$ cat config.mk
export PLATFORM = sky130hd
export DESIGN_NAME = rpc_back_flat
export DESIGN_NICKNAME = d
export VERILOG_FILES = /design/src/rtl/rpc_pkg.sv /design/src/rtl/rpc_channel_if.sv /design/src/rtl/rpc_back.sv /design/src/flat_wrapper.sv
export VERILOG_INCLUDE_DIRS = /design/src /design/src/rtl
export SDC_FILE = /design/constraint.sdc
export NUM_CORES = 1
export LEC_CHECK = 0
export BUFFER_PORTS_ARGS = -buffer_cell sky130_fd_sc_hd__buf_2
export CAP_MARGIN = 20
export CORE_ASPECT_RATIO = 0.75
export CORE_MARGIN = 2
export CORE_UTILIZATION = 45
export CTS_CLUSTER_DIAMETER = 80
export DETAILED_ROUTE_END_ITERATION = 6
export PLACE_DENSITY = 0.69
export SKIP_LAST_GASP = 1
export SLEW_MARGIN = 40
export SYNTH_ARGS = -nofsm -noshare
export SYNTH_HDL_FRONTEND = slang
export SYNTH_SLANG_ARGS = --single-unit
$ cat constraint.sdc
create_clock -name clock -period 11.9 [get_ports clock]
set_input_delay 2.975 -clock clock [delete_from_list [all_inputs] [get_ports clock]]
set_output_delay 2.975 -clock clock [all_outputs]
set_load 0.02 [all_outputs]
$ cat src/rtl/rect_polar_converter_assert.svh
// ----------------------------------------------------------------------------
// Assertion macros for the rectangular/polar converter
// Each macro samples on the rising edge of clock and is disabled in reset.
// ----------------------------------------------------------------------------
`ifndef RECT_POLAR_CONVERTER_ASSERT_SVH
`define RECT_POLAR_CONVERTER_ASSERT_SVH

// Consequent must hold in the same cycle as the antecedent.
`define RPC_ASSERT_SAME(label, ante, cons, msg) \
   label: assert property (@(posedge clock) disable iff (reset) (ante) |-> (cons)) \
      else $error(msg);

// Consequent must hold in the cycle after the antecedent.
`define RPC_ASSERT_NEXT(label, ante, cons, msg) \
   label: assert property (@(posedge clock) disable iff (reset) (ante) |=> (cons)) \
      else $error(msg);

`endif

$ cat src/rtl/rpc_pkg.sv
`timescale 1ns / 1ps
// ----------------------------------------------------------------------------
// rpc_pkg
// Shared types, angle constants and the arctangent table of the converter.
// ----------------------------------------------------------------------------
package rpc_pkg;

   localparam int XW = 64;   // CORDIC x/y datapath, Q46
   localparam int ZW = 32;   // angle accumulator, degrees scaled by 2^20
   localparam int QW = 32;   // Q16.16 word

   localparam logic signed [QW-1:0] DEG90  = 32'sd5898240;
   localparam logic signed [QW-1:0] DEG180 = 32'sd11796480;
   localparam logic signed [QW-1:0] DEG270 = 32'sd17694720;
   localparam logic signed [QW-1:0] DEG360 = 32'sd23592960;

   // Inverse CORDIC gain, Q30.
   localparam logic signed [QW-1:0] INV_GAIN_Q30 = 32'sd652032874;

   typedef enum logic [1:0] {
      OP_RECT    = 2'd0,
      OP_P2R     = 2'd1,
      OP_R2P     = 2'd2,
      OP_INVALID = 2'd3
   } op_type;

   typedef enum logic [1:0] {
      MODE_HOLD   = 2'd0,
      MODE_ROTATE = 2'd1,
      MODE_VECTOR = 2'd2
   } cell_mode_type;

   typedef enum logic [1:0] {
      BASE_ZERO = 2'd0,
      BASE_POS  = 2'd1,
      BASE_NEG  = 2'd2
   } base_type;

   typedef struct packed {
      cell_mode_type          mode;
      base_type               base;
      logic                   sat;
      logic signed [XW-1:0]   x;
      logic signed [XW-1:0]   y;
      logic signed [ZW-1:0]   z;
   } cordic_type;

   // atan(2^-i) in degrees times 2^20, rounded to nearest.
   function automatic logic signed [ZW-1:0] atan_deg20(input int idx);
      logic signed [ZW-1:0] val;
      case (idx)
         0:       val = 32'sd47185920;
         1:       val = 32'sd27855475;
         2:       val = 32'sd14718068;
         3:       val = 32'sd7471121;
         4:       val = 32'sd3750058;
         5:       val = 32'sd1876857;
         6:       val = 32'sd938658;
         7:       val = 32'sd469357;
         8:       val = 32'sd234682;
         9:       val = 32'sd117342;
         10:      val = 32'sd58671;
         11:      val = 32'sd29335;
         12:      val = 32'sd14668;
         13:      val = 32'sd7334;
         14:      val = 32'sd3667;
         15:      val = 32'sd1833;
         16:      val = 32'sd917;
         17:      val = 32'sd458;
         18:      val = 32'sd229;
         19:      val = 32'sd115;
         20:      val = 32'sd57;
         21:      val = 32'sd29;
         22:      val = 32'sd14;
         23:      val = 32'sd7;
         24:      val = 32'sd4;
         25:      val = 32'sd2;
         26:      val = 32'sd1;
         default: val = '0;
      endcase
      return val;
   endfunction

endpackage

$ cat src/rtl/rpc_channel_if.sv


interface rpc_rsp_if;
   logic               valid;
   logic               ready;
   logic signed [31:0] first_result;
   logic signed [31:0] second_result;
   logic               saturated;

   modport source (output valid, first_result, second_result, saturated, input ready);
   modport sink (input valid, first_result, second_result, saturated, output ready);
endinterface

$ cat src/rtl/rpc_back.sv
`timescale 1ns / 1ps
// ----------------------------------------------------------------------------
// rpc_back
// Rounding to Q16.16, saturation, angle offset and wrap, and the response
// register that drives the output channel.
// ----------------------------------------------------------------------------
`include "rect_polar_converter_assert.svh"

module rpc_back
   import rpc_pkg::*;
(
   input  logic       clock,
   input  logic       reset,
   input  logic       up_valid,
   output logic       up_ready,
   input  cordic_type up_data,
   rpc_rsp_if.source  rsp_channel
);

   localparam logic signed [XW-1:0]   ROUND_Q46 = 64'sd536870912;
   localparam logic signed [ZW-1:0]   ROUND_Z   = 32'sd8;
   localparam logic signed [QW+1:0]   SAT_HI    = 34'sd2147483647;
   localparam logic signed [QW+1:0]   SAT_LO    = -34'sd2147483648;

   typedef struct packed {
      cell_mode_type        mode;
      base_type             base;
      logic                 sat;
      logic signed [QW+1:0] xr;
      logic signed [QW+1:0] yr;
      logic signed [ZW-5:0] zr;
   } f0_type;

   f0_type               f0_ff, f0_in;
   logic                 f0_valid_ff, f0_valid_in;
   logic                 out_valid_ff, out_valid_in;
   logic signed [QW-1:0] first_ff, first_in;
   logic signed [QW-1:0] second_ff, second_in;
   logic                 sat_ff, sat_in;
   logic                 out_ready_w;

   logic signed [XW-1:0] xs_w, ys_w;
   logic signed [ZW-1:0] zs_w, ang_w;
   logic [QW:0]          cx_w, cy_w;

   function automatic logic [QW:0] clamp_q16(input logic signed [QW+1:0] v);
      logic [QW:0] res;
      if (v > SAT_HI) begin
         res = {1'b1, SAT_HI[QW-1:0]};
      end else if (v < SAT_LO) begin
         res = {1'b1, SAT_LO[QW-1:0]};
      end else begin
         res = {1'b0, v[QW-1:0]};
      end
      return res;
   endfunction

   assign out_ready_w  = !out_valid_ff || rsp_channel.ready;
   assign up_ready     = !f0_valid_ff || out_ready_w;
   assign f0_valid_in  = up_ready ? up_valid : f0_valid_ff;
   assign out_valid_in = out_ready_w ? f0_valid_ff : out_valid_ff;

   assign rsp_channel.valid         = out_valid_ff;
   assign rsp_channel.first_result  = first_ff;
   assign rsp_channel.second_result = second_ff;
   assign rsp_channel.saturated     = sat_ff;

   // Round half up: Q46 to Q16.16 and angle from 2^20 to 2^16 scale; held beats pass x and y unrounded.
   always_comb begin
      xs_w       = up_data.x + ROUND_Q46;
      ys_w       = up_data.y + ROUND_Q46;
      zs_w       = up_data.z + ROUND_Z;
      f0_in.mode = up_data.mode;
      f0_in.base = up_data.base;
      f0_in.sat  = up_data.sat;
      f0_in.zr   = $signed(zs_w[ZW-1:4]);
      if (up_data.mode == MODE_HOLD) begin
         f0_in.xr = {{2{up_data.x[QW-1]}}, up_data.x[QW-1:0]};
         f0_in.yr = {{2{up_data.y[QW-1]}}, up_data.y[QW-1:0]};
      end else begin
         f0_in.xr = $signed(xs_w[XW-1:30]);
         f0_in.yr = $signed(ys_w[XW-1:30]);
      end
   end

   always_comb begin
      cx_w  = clamp_q16(f0_ff.xr);
      cy_w  = clamp_q16(f0_ff.yr);
      ang_w = 32'(f0_ff.zr);
      case (f0_ff.base)
         BASE_POS: ang_w = ang_w + DEG180;
         BASE_NEG: ang_w = ang_w - DEG180;
         default:  ang_w = ang_w;
      endcase
      if (ang_w > DEG180) begin
         ang_w = ang_w - DEG360;
      end else if (ang_w <= -DEG180) begin
         ang_w = ang_w + DEG360;
      end
      case (f0_ff.mode)
         MODE_ROTATE: begin
            first_in  = $signed(cx_w[QW-1:0]);
            second_in = $signed(cy_w[QW-1:0]);
            sat_in    = cx_w[QW] || cy_w[QW];
         end
         MODE_VECTOR: begin
            first_in  = $signed(cx_w[QW-1:0]);
            second_in = ang_w;
            sat_in    = cx_w[QW];
         end
         default: begin
            first_in  = f0_ff.xr[QW-1:0];
            second_in = f0_ff.yr[QW-1:0];
            sat_in    = f0_ff.sat;
         end
      endcase
   end

   always_ff @(posedge clock) begin
      if (reset) begin
         f0_valid_ff  <= 1'b0;
         out_valid_ff <= 1'b0;
      end else begin
         f0_valid_ff  <= f0_valid_in;
         out_valid_ff <= out_valid_in;
      end
   end

   always_ff @(posedge clock) begin
      if (up_valid && up_ready) begin
         f0_ff <= f0_in;
      end
      if (f0_valid_ff && out_ready_w) begin
         first_ff  <= first_in;
         second_ff <= second_in;
         sat_ff    <= sat_in;
      end
   end

   `RPC_ASSERT_NEXT(vec_angle_range, f0_valid_ff && out_ready_w && f0_ff.mode == MODE_VECTOR, rsp_channel.second_result > -DEG180 && rsp_channel.second_result <= DEG180, "vectoring angle outside half a turn")
   `RPC_ASSERT_NEXT(vec_mag_sign, f0_valid_ff && out_ready_w && f0_ff.mode == MODE_VECTOR, rsp_channel.first_result >= 0, "vectoring magnitude is negative")

endmodule

$ cat src/flat_wrapper.sv
// flat-port wrapper written by rule: the top's interface ports become plain ports
module rpc_back_flat import rpc_pkg::*;
  (clock, reset, up_valid, up_ready, up_data, rsp_channel_valid, rsp_channel_first_result, rsp_channel_second_result, rsp_channel_saturated, rsp_channel_ready);
  rpc_rsp_if rsp_channel_i ();
  input  logic clock;
  input  logic reset;
  input  logic up_valid;
  output logic up_ready;
  input  cordic_type up_data;
  output wire logic [$bits(rsp_channel_i.valid)-1:0] rsp_channel_valid;
  output wire logic [$bits(rsp_channel_i.first_result)-1:0] rsp_channel_first_result;
  output wire logic [$bits(rsp_channel_i.second_result)-1:0] rsp_channel_second_result;
  output wire logic [$bits(rsp_channel_i.saturated)-1:0] rsp_channel_saturated;
  input wire logic [$bits(rsp_channel_i.ready)-1:0] rsp_channel_ready;
  assign rsp_channel_valid = rsp_channel_i.valid;
  assign rsp_channel_first_result = rsp_channel_i.first_result;
  assign rsp_channel_second_result = rsp_channel_i.second_result;
  assign rsp_channel_saturated = rsp_channel_i.saturated;
  assign rsp_channel_i.ready = rsp_channel_ready;
  rpc_back u_core (.clock(clock), .reset(reset), .up_valid(up_valid), .up_ready(up_ready), .up_data(up_data), .rsp_channel(rsp_channel_i));
endmodule
==> impl_metrics.json <==
{
  "yosys_warnings": 0,
  "viasPerCell": 5.544,
  "areaGrowthSynthToFinish_pct": 20.32,
  "hold_viol": 0,
  "dieArea_sq_um": 23160,
  "syn-cell-area_sq_um": 9878,
  "async_reset_ff_share_pct": 0,
  "layout-drive-gt1-share_pct": 25.56,
  "holdWs_ns": 0.5214,
  "cts_tree": "built",
  "antenna_found_initial": 6,
  "yosys_register_bits": 168,
  "grt_use_total_pct": 22.38,
  "ctsResizeCount": 0,
  "die_w_um": 175.1,
  "dpl_worst_slack_ns": 5.212,
  "crit_type": "input pin to output pin",
  "period_share_pct": 56.17,
  "rsz0062_at_grt": "no",
  "peakVddDrop_mv": 0.08979,
  "wl_per_cell_um": 17.56,
  "io_buffers": 232,
  "yosysTopAreaCellShare_pct": 50.46,
  "drv_slew": 0,
  "maxSlewHeadroom_pct": 49.91,
  "cts_setup_buffers": 0,
  "status": "finished, final reports clean",
  "place_hpwl_um": 19020,
  "required_ns": 8.93,
  "grt_pass1_vias": 7579,
  "first_iter_violations": 609,
  "power_leakage_nw": 4.630,
  "synth_cells": 969,
  "synth_top_flop_cell": "edfxtp_1",
  "wl_um": 26090,
  "initial_utilization_pct": 46.26,
  "worstPathArrival_ns": 3.71,
  "cts_max_path_buffers": 2,
  "first_pass_iters": 6,
  "synthesis.nets": 1152,
  "yosysMostFrequentCell": "edfxtp_1",
  "die_height_um": 132.3,
  "grt_pass1_wl_um": 40670,
  "clkTransAtPathRegs_ns": 0.07,
  "yosys.area.top_type": "edfxtp_1",
  "cts-root-buf": "clkbuf_16",
  "drc": 0,
  "finalSetupViolCount": 0,
  "synthTopCellsByCount": "edfxtp_1 (166), nor2_1 (111), nand2_1 (94), a21oi_1 (81), xor2_1 (55)",
  "ant_nets": 0,
  "synthDistinctLibCells": 69,
  "fin_skew_ns": 0.009947,
  "clock_latency_ns": 0.42,
  "vias": 8238,
  "avgSynthCellArea_sq_um": 10.19,
  "htree_levels": 4,
  "setup_slack_ns": 5.216,
  "hold_path.class": "register to register",
  "cellPowerDensity_nw_per_um2": 131.3,
  "cts_sinks": 168,
  "finalPower_w": 0.001561,
  "synth_edf_count": 166,
  "synth_area_leaders": "edfxtp_1 (50%), xor2_1 (4.9%), xnor2_1 (4.3%)",
  "row_count": 46,
  "core_area_sq_um": 21350,
  "path_max_fanout": 4,
  "cts_buffers": 17,
  "period_minus_slack_ns": 6.684,
  "fin_tns_setup_ns": 0,
  "dpl-instance-area_sq_um": 11300,
  "io_pins": 236,
  "worst_pin_slew_ns": 0.7456,
  "seq_area_frac_synth_pct": 50.87,
  "gr-total-overflow": 0,
  "clock.fmax_ghz": 0.1496,
  "maxCapViolCount": 0,
  "gp_congestion": 0.8910,
  "final_cell_area_sq_um": 11890,
  "nets": 1367,
  "grt_max_degree": 68,
  "hold_buffers": 0,
  "start_kind": "input pin",
  "critPathCaptureType": "output pin"
}
==> metal layers <==
metal / GRT usage, % / part of all wire (%) / wire, um
met1: 32.21 / 47 / 12330
met2: 34.34 / 45 / 11700
met3: 4.960 / 6.2 / 1610
met4: 5.741 / 1.6 / 419
met5: 0 / 0.16 / 41
==> critical path, cell delays in order <==
cell and delay, ns:
buf_2 0.10, nor2b_1 0.32, nand2_1 0.13, buf_2 0.18
==> placed cells by master, fill, tap and decap left out, types with 4 or more instances in the layout <==
| cell | Yosys | routed |
|---|---|---|
| nor2b_1 | 8 | 7 |
| a31oi_1 | 5 | 5 |
| inv_8 | 0 | 5 |
| nand3_1 | 53 | 53 |
| ha_1 | 14 | 12 |
| a2bb2oi_1 | 19 | 19 |
| a21oi_1 | 81 | 81 |
| nor2_1 | 111 | 111 |
| clkbuf_16 | 0 | 17 |
| nand2_1 | 94 | 93 |
| or3_1 | 4 | 4 |
| and4_1 | 7 | 7 |
| a211o_1 | 6 | 6 |
| mux2_2 | 7 | 7 |
| a21o_1 | 37 | 37 |
| nand4_1 | 23 | 23 |
| nor4_1 | 5 | 5 |
| and2_1 | 6 | 5 |
| buf_4 | 2 | 6 |
| buf_2 | 3 | 232 |
| o211ai_1 | 9 | 9 |
| nor3_1 | 18 | 16 |
| inv_1 | 19 | 18 |
| and3_1 | 22 | 22 |
| inv_6 | 0 | 4 |
| edfxtp_1 | 166 | 166 |
| xor2_1 | 55 | 55 |
| xnor2_1 | 49 | 49 |
| o21ai_0 | 39 | 39 |
| o21ai_1 | 5 | 5 |
| o21a_1 | 6 | 6 |
==> registers in the layout (all words and copies together), names as in the netlist <==
register / cells
u_core.rsp_channel.second_result: 32
u_core.f0_valid_ff: 1
u_core.f0_ff: 101
u_core.rsp_channel.saturated: 1
u_core.rsp_channel.valid: 1
u_core.rsp_channel.first_result: 32
==> worst paths after layout <==
check / startpoint / to / slack (ns) / depth (start not counted)
setup / recovery: rsp_channel_ready / up_ready / 5.22 / 4
hold / removal: u_core.f0_ff[75] / u_core.rsp_channel.first_result[13] / 0.52 / 1
setup reg to reg: u_core.f0_ff[97] / u_core.rsp_channel.second_result[20] / 7.28 / 14
hold reg to reg: u_core.f0_ff[75] / u_core.rsp_channel.first_result[13] / 0.52 / 1
==> cell type report <==
cell class	count	area [sq um]
fill	1935	9468
sequential	168	5025
multi-input combinational	739	4632
timing repair buffer	239	1217
clock buffer	17	425.4
tap	288	360.3
clock inverter	15	151.4
inverter	19	71.32
antenna	1	2.502
==> through the flow <==
step / std cells / util (%)
6_report: 1486 / 55.66
5_1_grt: 1486 / 55.66
4_1_cts: 1485 / 55.61
3_5_place_dp: 1453 / 52.91
3_3_place_gp: 1453 / 52.87
2_1_floorplan: 969 / -
==> power by group <==
group | internal, W | switching [W]
Combinational | 0.000115 | 0.000185
Clock | 0.000280 | 0.000256
Sequential | 0.000705 | 0.0000190
==> cells by family after synthesis <==
kind of cell | count (synthesis) | share of synthesized area (%)
simple gates | 368 | 17.77
flops | 168 | 50.87
compound gates | 242 | 16.50
fa+ha+maj | 14 | 1.773
buf+inv | 62 | 2.546
xor+xnor | 105 | 9.386
mux | 10 | 1.153
Power figures use the tool's default switching activity.
