`config.mk`:
```
export PLATFORM = sky130hd
export DESIGN_NAME = rpc_front_flat
export DESIGN_NICKNAME = d
export VERILOG_FILES = /design/src/rtl/rpc_pkg.sv /design/src/rtl/rpc_channel_if.sv /design/src/rtl/rpc_front.sv /design/src/flat_wrapper.sv
export VERILOG_INCLUDE_DIRS = /design/src /design/src/rtl
export SDC_FILE = /design/constraint.sdc
export NUM_CORES = 2
export LEC_CHECK = 0
export BUFFER_PORTS_ARGS = -buffer_cell sky130_fd_sc_hd__buf_2
export CAP_MARGIN = 20
export CORE_ASPECT_RATIO = 1.5
export CORE_MARGIN = 3
export CORE_UTILIZATION = 50
export DETAILED_ROUTE_END_ITERATION = 16
export PLACE_DENSITY = 0.65
export SKIP_LAST_GASP = 1
export SYNTH_ARGS = -nofsm -noshare
export SYNTH_HDL_FRONTEND = slang
export SYNTH_SLANG_ARGS = --single-unit
```
`constraint.sdc`:
```
create_clock -name clock -period 19.4 [get_ports clock]
set_clock_uncertainty 0.1 [all_clocks]
set_input_delay 0.97 -clock clock [delete_from_list [all_inputs] [get_ports clock]]
set_output_delay 0.97 -clock clock [all_outputs]
set_load 0.02 [all_outputs]
```
`src/rtl/rect_polar_converter_assert.svh`:
```
// ----------------------------------------------------------------------------
// Assertion macros for the rectangular/polar converter
// Each macro samples on the rising edge of clock and is disabled in reset.
// ----------------------------------------------------------------------------
`ifndef RECT_POLAR_CONVERTER_ASSERT_SVH
`define RECT_POLAR_CONVERTER_ASSERT_SVH

// Consequent must hold in the same cycle as the antecedent.
`define RPC_ASSERT_SAME(label, ante, cons, msg) \
   label: assert property (@(posedge clock) disable iff (reset) (ante) |-> (cons)) \
      else $error(msg);

// Consequent must hold in the cycle after the antecedent.
`define RPC_ASSERT_NEXT(label, ante, cons, msg) \
   label: assert property (@(posedge clock) disable iff (reset) (ante) |=> (cons)) \
      else $error(msg);

`endif

```
`src/rtl/rpc_pkg.sv`:
```
`timescale 1ns / 1ps
// ----------------------------------------------------------------------------
// rpc_pkg
// Shared types, angle constants and the arctangent table of the converter.
// ----------------------------------------------------------------------------
package rpc_pkg;

   localparam int XW = 64;   // CORDIC x/y datapath, Q46
   localparam int ZW = 32;   // angle accumulator, degrees scaled by 2^20
   localparam int QW = 32;   // Q16.16 word

   localparam logic signed [QW-1:0] DEG90  = 32'sd5898240;
   localparam logic signed [QW-1:0] DEG180 = 32'sd11796480;
   localparam logic signed [QW-1:0] DEG270 = 32'sd17694720;
   localparam logic signed [QW-1:0] DEG360 = 32'sd23592960;

   // Inverse CORDIC gain, Q30.
   localparam logic signed [QW-1:0] INV_GAIN_Q30 = 32'sd652032874;

   typedef enum logic [1:0] {
      OP_RECT    = 2'd0,
      OP_P2R     = 2'd1,
      OP_R2P     = 2'd2,
      OP_INVALID = 2'd3
   } op_type;

   typedef enum logic [1:0] {
      MODE_HOLD   = 2'd0,
      MODE_ROTATE = 2'd1,
      MODE_VECTOR = 2'd2
   } cell_mode_type;

   typedef enum logic [1:0] {
      BASE_ZERO = 2'd0,
      BASE_POS  = 2'd1,
      BASE_NEG  = 2'd2
   } base_type;

   typedef struct packed {
      cell_mode_type          mode;
      base_type               base;
      logic                   sat;
      logic signed [XW-1:0]   x;
      logic signed [XW-1:0]   y;
      logic signed [ZW-1:0]   z;
   } cordic_type;

   // atan(2^-i) in degrees times 2^20, rounded to nearest.
   function automatic logic signed [ZW-1:0] atan_deg20(input int idx);
      logic signed [ZW-1:0] val;
      case (idx)
         0:       val = 32'sd47185920;
         1:       val = 32'sd27855475;
         2:       val = 32'sd14718068;
         3:       val = 32'sd7471121;
         4:       val = 32'sd3750058;
         5:       val = 32'sd1876857;
         6:       val = 32'sd938658;
         7:       val = 32'sd469357;
         8:       val = 32'sd234682;
         9:       val = 32'sd117342;
         10:      val = 32'sd58671;
         11:      val = 32'sd29335;
         12:      val = 32'sd14668;
         13:      val = 32'sd7334;
         14:      val = 32'sd3667;
         15:      val = 32'sd1833;
         16:      val = 32'sd917;
         17:      val = 32'sd458;
         18:      val = 32'sd229;
         19:      val = 32'sd115;
         20:      val = 32'sd57;
         21:      val = 32'sd29;
         22:      val = 32'sd14;
         23:      val = 32'sd7;
         24:      val = 32'sd4;
         25:      val = 32'sd2;
         26:      val = 32'sd1;
         default: val = '0;
      endcase
      return val;
   endfunction

endpackage

```
`src/rtl/rpc_channel_if.sv`:
```
`timescale 1ns / 1ps
// ----------------------------------------------------------------------------
// rpc channel interfaces
// Valid/ready channels for request beats and response beats.
// ----------------------------------------------------------------------------
interface rpc_req_if;
   logic               valid;
   logic               ready;
   logic [1:0]         operation;
   logic signed [31:0] first_value;
   logic signed [31:0] second_value;

   modport source (output valid, operation, first_value, second_value, input ready);
   modport sink (input valid, operation, first_value, second_value, output ready);
endinterface


```
`src/rtl/rpc_front.sv`:
```
`timescale 1ns / 1ps
// ----------------------------------------------------------------------------
// rpc_front
// Four pipeline stages ahead of the CORDIC cells: angle reduction, special
// case handling, gain scaling and setup of the cell beat.
// ----------------------------------------------------------------------------
`include "rect_polar_converter_assert.svh"

module rpc_front
   import rpc_pkg::*;
(
   input  logic       clock,
   input  logic       reset,
   rpc_req_if.sink    req_channel,
   output logic       dn_valid,
   input  logic       dn_ready,
   output cordic_type dn_data
);

   localparam int QUOT_W = 8;
   // floor(u / 360) = (u * RECIP_360) >> RECIP_SHIFT, exact for 16-bit u.
   localparam logic [15:0] RECIP_360   = 16'd46604;
   localparam int          RECIP_SHIFT = 24;
   localparam logic [8:0]  TURN_DEG    = 9'd360;
   // The upper half is biased by 32768, which is 8 modulo 360.
   localparam logic [8:0]  BIAS_MOD    = 9'd8;

   typedef struct packed {
      op_type             op;
      logic signed [31:0] a;
      logic signed [31:0] b;
      logic [QUOT_W-1:0]  quot;
   } s0_type;

   typedef struct packed {
      cell_mode_type      mode;
      base_type           base;
      logic               sat;
      logic               neg;
      logic signed [31:0] a;
      logic signed [31:0] b;
      logic [24:0]        r0;
      logic signed [31:0] hold1;
      logic signed [31:0] hold2;
   } s1_type;

   typedef struct packed {
      cell_mode_type        mode;
      base_type             base;
      logic                 sat;
      logic                 neg;
      logic signed [XW-1:0] pa;
      logic signed [XW-1:0] pb;
      logic signed [ZW-1:0] r;
      logic signed [31:0]   hold1;
      logic signed [31:0]   hold2;
   } s2_type;

   s0_type     s0_ff, s0_in;
   s1_type     s1_ff, s1_in;
   s2_type     s2_ff, s2_in;
   cordic_type s3_ff, s3_in;
   logic       v0_ff, v1_ff, v2_ff, v3_ff;
   logic       v0_in, v1_in, v2_in, v3_in;
   logic       rdy0, rdy1, rdy2, rdy3;

   logic [15:0]          u0_w, u1_w;
   logic [31:0]          quot_prod_w;
   logic [16:0]          rem_w;
   logic [8:0]           hmod_w;
   logic [32:0]          abs_a_w, abs_b_w;
   logic signed [ZW-1:0] r0_w;

   // Returns {clamped, |v|} with |v| limited to the positive Q16.16 range.
   function automatic logic [32:0] abs_clamp(input logic signed [31:0] v);
      logic [32:0] res;
      if (v == 32'sh8000_0000) begin
         res = {1'b1, 32'h7FFF_FFFF};
      end else if (v < 0) begin
         res = {1'b0, 32'(-v)};
      end else begin
         res = {1'b0, v};
      end
      return res;
   endfunction

   assign rdy3 = !v3_ff || dn_ready;
   assign rdy2 = !v2_ff || rdy3;
   assign rdy1 = !v1_ff || rdy2;
   assign rdy0 = !v0_ff || rdy1;

   assign v0_in = rdy0 ? req_channel.valid : v0_ff;
   assign v1_in = rdy1 ? v0_ff : v1_ff;
   assign v2_in = rdy2 ? v1_ff : v2_ff;
   assign v3_in = rdy3 ? v2_ff : v3_ff;

   assign req_channel.ready = rdy0;
   assign dn_valid          = v3_ff;
   assign dn_data           = s3_ff;

   // Stage 0: quotient of the biased upper half by 360.
   always_comb begin
      u0_w        = {~req_channel.second_value[31], req_channel.second_value[30:16]};
      quot_prod_w = 32'(u0_w) * 32'(RECIP_360);
      s0_in.op    = op_type'(req_channel.operation);
      s0_in.a     = req_channel.first_value;
      s0_in.b     = req_channel.second_value;
      s0_in.quot  = quot_prod_w[RECIP_SHIFT +: QUOT_W];
   end

   // Stage 1: angle modulo 360 and the cases that skip the CORDIC.
   always_comb begin
      u1_w  = {~s0_ff.b[31], s0_ff.b[30:16]};
      rem_w = 17'(u1_w) - (17'(s0_ff.quot) * 17'(TURN_DEG));
      if (rem_w >= 17'(TURN_DEG)) begin
         rem_w = rem_w - 17'(TURN_DEG);
      end
      if (rem_w[8:0] >= BIAS_MOD) begin
         hmod_w = rem_w[8:0] - BIAS_MOD;
      end else begin
         hmod_w = rem_w[8:0] + (TURN_DEG - BIAS_MOD);
      end
      abs_a_w = abs_clamp(s0_ff.a);
      abs_b_w = abs_clamp(s0_ff.b);

      s1_in       = '0;
      s1_in.a     = s0_ff.a;
      s1_in.b     = s0_ff.b;
      s1_in.r0    = {hmod_w, s0_ff.b[15:0]};
      s1_in.mode  = MODE_HOLD;
      s1_in.base  = BASE_ZERO;
      unique case (s0_ff.op)
         OP_RECT: begin
            s1_in.hold1 = s0_ff.a;
            s1_in.hold2 = s0_ff.b;
         end
         OP_P2R: begin
            s1_in.mode = MODE_ROTATE;
         end
         OP_R2P: begin
            if (s0_ff.a == 0 && s0_ff.b == 0) begin
               s1_in.hold1 = '0;
               s1_in.hold2 = '0;
            end else if (s0_ff.b == 0) begin
               s1_in.hold1 = $signed(abs_a_w[31:0]);
               s1_in.sat   = abs_a_w[32];
               s1_in.hold2 = (s0_ff.a > 0) ? 32'sd0 : DEG180;
            end else if (s0_ff.a == 0) begin
               s1_in.hold1 = $signed(abs_b_w[31:0]);
               s1_in.sat   = abs_b_w[32];
               s1_in.hold2 = (s0_ff.b > 0) ? DEG90 : -DEG90;
            end else begin
               // Left half plane is reflected through the origin.
               s1_in.mode = MODE_VECTOR;
               s1_in.neg  = s0_ff.a < 0;
               if (s0_ff.a < 0) begin
                  s1_in.base = (s0_ff.b >= 0) ? BASE_POS : BASE_NEG;
               end
            end
         end
         OP_INVALID: begin
            s1_in.hold1 = '0;
            s1_in.hold2 = '0;
         end
      endcase
   end

   // Stage 2: gain scaling and folding of the angle into [-90, 90].
   always_comb begin
      r0_w     = $signed(32'(s1_ff.r0));
      s2_in.mode  = s1_ff.mode;
      s2_in.base  = s1_ff.base;
      s2_in.sat   = s1_ff.sat;
      s2_in.hold1 = s1_ff.hold1;
      s2_in.hold2 = s1_ff.hold2;
      s2_in.pa    = 64'(s1_ff.a) * 64'(INV_GAIN_Q30);
      s2_in.pb    = 64'(s1_ff.b) * 64'(INV_GAIN_Q30);
      s2_in.neg   = s1_ff.neg;
      s2_in.r     = '0;
      if (s1_ff.mode == MODE_ROTATE) begin
         if (r0_w <= DEG90) begin
            s2_in.r   = r0_w;
            s2_in.neg = 1'b0;
         end else if (r0_w < DEG270) begin
            // Beyond a quarter turn: rotate by half a turn, negate magnitude.
            s2_in.r   = r0_w - DEG180;
            s2_in.neg = 1'b1;
         end else begin
            s2_in.r   = r0_w - DEG360;
            s2_in.neg = 1'b0;
         end
      end
   end

   // Stage 3: initial vector and angle for the cells.
   always_comb begin
      s3_in      = '0;
      s3_in.mode = s2_ff.mode;
      s3_in.base = s2_ff.base;
      s3_in.sat  = s2_ff.sat;
      case (s2_ff.mode)
         MODE_ROTATE: begin
            s3_in.x = s2_ff.neg ? -s2_ff.pa : s2_ff.pa;
            s3_in.y = '0;
            s3_in.z = s2_ff.r <<< 4;
         end
         MODE_VECTOR: begin
            s3_in.x = s2_ff.neg ? -s2_ff.pa : s2_ff.pa;
            s3_in.y = s2_ff.neg ? -s2_ff.pb : s2_ff.pb;
            s3_in.z = '0;
         end
         default: begin
            s3_in.x = 64'(s2_ff.hold1);
            s3_in.y = 64'(s2_ff.hold2);
            s3_in.z = '0;
         end
      endcase
   end

   always_ff @(posedge clock) begin
      if (reset) begin
         v0_ff <= 1'b0;
         v1_ff <= 1'b0;
         v2_ff <= 1'b0;
         v3_ff <= 1'b0;
      end else begin
         v0_ff <= v0_in;
         v1_ff <= v1_in;
         v2_ff <= v2_in;
         v3_ff <= v3_in;
      end
   end

   always_ff @(posedge clock) begin
      if (req_channel.valid && rdy0) begin
         s0_ff <= s0_in;
      end
      if (v0_ff && rdy1) begin
         s1_ff <= s1_in;
      end
      if (v1_ff && rdy2) begin
         s2_ff <= s2_in;
      end
      if (v2_ff && rdy3) begin
         s3_ff <= s3_in;
      end
   end

   `RPC_ASSERT_SAME(fold_range, v2_ff && s2_ff.mode == MODE_ROTATE, s2_ff.r >= -DEG90 && s2_ff.r <= DEG90, "folded angle outside a quarter turn")

endmodule

```
`src/flat_wrapper.sv`:
```
// flat-port wrapper written by rule: the top's interface ports become plain ports
module rpc_front_flat import rpc_pkg::*;
  (clock, reset, dn_valid, dn_ready, dn_data, req_channel_valid, req_channel_operation, req_channel_first_value, req_channel_second_value, req_channel_ready);
  rpc_req_if req_channel_i ();
  input  logic clock;
  input  logic reset;
  output logic dn_valid;
  input  logic dn_ready;
  output cordic_type dn_data;
  input wire logic [$bits(req_channel_i.valid)-1:0] req_channel_valid;
  input wire logic [$bits(req_channel_i.operation)-1:0] req_channel_operation;
  input wire logic [$bits(req_channel_i.first_value)-1:0] req_channel_first_value;
  input wire logic [$bits(req_channel_i.second_value)-1:0] req_channel_second_value;
  output wire logic [$bits(req_channel_i.ready)-1:0] req_channel_ready;
  assign req_channel_i.valid = req_channel_valid;
  assign req_channel_i.operation = req_channel_operation;
  assign req_channel_i.first_value = req_channel_first_value;
  assign req_channel_i.second_value = req_channel_second_value;
  assign req_channel_ready = req_channel_i.ready;
  rpc_front u_core (.clock(clock), .reset(reset), .req_channel(req_channel_i), .dn_valid(dn_valid), .dn_ready(dn_ready), .dn_data(dn_data));
endmodule
```
==> results.yml <==
outcome:
  outcome: "completed"
sta:
  tns_ns: 0
  max_freq_mhz: 108.4
  setup_viol_count_final: 0
  slew_headroom_pct: 14.35
  period_share_pct: 47.54
  slew_viol_final: 0
  worstMarginPinSlew_ns: 1.271
  period_minus_slack_ns: 9.223
  hold_violations: 0
  rsz0062_at_grt: "no"
clock_network:
  cts_setup_buffers: 0
  clock_latency_ns: 0.69
  cts_max_level: 3
  cts-buffers-inserted: 67
  ctsHoldBuffers: 0
  cts_buffer_depth: 3
  cts-root-buf: "clkbuf_16"
  cts_resized: 0
  clk_pin_slew_ns: 0.06
  cts_sinks: 597
  cts_tree: "yes"
run:
  max_cap_violations: 0
worst_setup_path:
  crit_path_start_kind: "flip-flop"
  crit_required_ns: 19.70
  crit_arrival_ns: 9.53
  path_common_cell: "fa_1"
  critical_path.endpoint_type: "flip-flop"
  path_max_fanout: 8
  slowest_stage: "a2111oi_1"
  crit_cells: 24
  ff2ff_path_depth: 24
  path_buf_inv: 5
  critPathTopFamily: "adder cells"
  timing_worst_setup_path_type: "flip-flop to flip-flop"
  critical_path.max_stage_delay_ns: 0.94
  crit_chain: "ha_1 -> inv_1 -> fa_1 -> fa_1 -> fa_1 -> inv_1 -> fa_1 -> fa_1 -> fa_1 -> inv_1 -> fa_1 -> inv_1 -> ha_1 -> a21oi_1 -> nor2b_1 -> o21ai_0 -> nand2b_1 -> or3_1 -> a2111oi_1 -> buf_4 -> nor3_1 -> o21ai_0 -> o21ai_0 -> xor2_1"
logic_synthesis:
  synth_warnings: 0
  syn_area_um2: 67970
  ys_seq_elements: 597
  yosys.area.top_type: "fa_1"
  yosys-top-cells-area: "fa_1, edfxtp_1, ha_1, inv_1, o21ai_0"
  synth_area_per_cell_um2: 10.89
  ys_top_cells_by_count: "inv_1, fa_1, ha_1, edfxtp_1, o21ai_0"
  async_flop_share_pct: 0
  yosysUniqueCellTypes: 89
  synth_flop_cell: "edfxtp_1"
  yosysMostFrequentCell: "inv_1"
  synth_edf_count: 593
  synthCells: 6242
  synth_top_area_share_pct: 31.10
  synth_seq_area_share_pct: 26.32
finish:
  fin_area_um2: 73360
  final_util_pct: 54.41
  nets: 8329
  drive_gt1_share_pct: 6.588
  fillers: 11980
  synthToLayoutAreaGrowth_pct: 7.919
route:
  wire_per_inst_um: 27.55
  vias: 45300
  postRouteAntennaNets: 0
  drt-initial-drc-count: 3056
  route.detailed.drc: 0
  dr.pass1.iters: 6
  drt_wl_total_um: 227500
  via_per_inst: 5.485
placed_design:
  dpl.hpwl_um: 197000
  place.gp.congestion: 1.030
  postPlaceCellArea_um2: 71160
  port_buffers: 232
floorplan:
  dieArea_um2: 140500
  die_w_um: 307.1
  io-pin-count: 237
  rows: 165
  die-height_um: 457.6
  core_um2: 134800
  start_util_pct: 50.42
global_route:
  grt_pass1_wl_um: 329400
  first_global_vias: 49340
  grt_max_degree: 156
  grt_use_total_pct: 33.16
  grt_antenna_before_repair: 10
  overflow: 0
hold_path:
  hold_depth: 0
  worst_hold_path_type: "flip-flop to flip-flop"
registers in the layout (all words and copies together), names as in the netlist:
register         flops
u_core.v0_ff         1
u_core.v1_ff         1
u_core.s2_ff       220
u_core.v2_ff         1
u_core.s1_ff       115
u_core.dn_valid      1
u_core.s0_ff        74
u_core.dn_data     159
u_core.r0_w         25
final timing paths:
kind,start,to,slack (ns)
min reg2reg,u_core.s1_ff[1],u_core.s2_ff[1],0.32
max reg2reg,u_core.s1_ff[112],u_core.s2_ff[156],10.18
min,u_core.s1_ff[1],u_core.s2_ff[1],0.32
max,u_core.s1_ff[112],u_core.s2_ff[156],10.18
worst register-to-register path, delay by kind of cell, from the launching register on:
kind | cells | cell delay (ns)
compound gates | 5 | 2.06
xor+xnor | 1 | 0.17
fa+ha+maj | 9 | 4.69
buf+inv | 5 | 0.68
flops | 1 | 0.60
simple gates | 4 | 0.66
layout make-up:
class                   instances  area, µm²  area share [%]
multi-input cells            3856      43410           59.18
flip-flops and latches        597      17890           24.38
well taps                    1753       2193           2.990
diodes                          9      22.52         0.03070
inverters                    1657       6220           8.479
clock inverters                48      430.4          0.5868
repair buffers                266       1449           1.975
clock buffers                  73       1742           2.374
placed cells by master (no fill, tap or decap), drive strengths merged, types with 16 or more instances in the layout:
| cell | Yosys | routed |
|---|---|---|
| a211oi | 16 | 16 |
| a21o | 82 | 82 |
| a21oi | 165 | 165 |
| a221oi | 23 | 23 |
| and2 | 58 | 58 |
| buf | 14 | 266 |
| clkbuf | 121 | 73 |
| clkinv | 2 | 27 |
| edfxtp | 593 | 593 |
| fa | 1056 | 1056 |
| ha | 758 | 758 |
| inv | 1655 | 1672 |
| nand2 | 269 | 269 |
| nand2b | 31 | 31 |
| nand3 | 44 | 44 |
| nand4 | 34 | 34 |
| nor2 | 157 | 157 |
| nor2b | 34 | 34 |
| nor3 | 46 | 46 |
| nor4 | 19 | 19 |
| o21a | 20 | 20 |
| o21ai | 336 | 336 |
| o21bai | 29 | 29 |
| o31ai | 58 | 58 |
| o41ai | 30 | 30 |
| or2 | 16 | 16 |
| or3 | 36 | 36 |
| or4 | 35 | 35 |
| xnor2 | 151 | 151 |
| xor2 | 167 | 167 |
metal layers:
layer  vias to the layer above  part of all wire, %  GRT usage [%]
met5                         -                    0              0
met4                         0                   12          30.89
li1                      20460                    -              -
met1                     22860                   33          32.55
met2                      1348                   52          60.28
met3                       625                  3.8          3.824
through the flow:
step	instances	hold slack [ns]	setup slack [ns]
after global placement	8127	0.3014	10.35
after floorplan	6245	0.3003	1.273
after global routing	8253	0.3245	9.898
after detailed placement	8129	0.3057	10.27
after CTS	8250	0.3033	10.24
final	8259	0.3169	10.18
kinds of logic (layout without fill, tap and decap cells):
family | after synthesis | count (layout) | synth area share, %
adder cells (fa/ha/maj) | 1814 | 1814 | 45.05
AO/OA/AOI/OAI | 890 | 890 | 8.313
XOR/XNOR | 319 | 319 | 4.131
flip-flops | 597 | 597 | 26.32
AND/OR/NAND/NOR | 812 | 812 | 5.984
other | 1 | 13 | 0.005517
multiplexers | 17 | 17 | 0.2540
buffers and inverters | 1792 | 2044 | 9.944
Power is not shown: default switching activity piles up to over one toggle a cycle in this logic, so the estimate is an artifact.
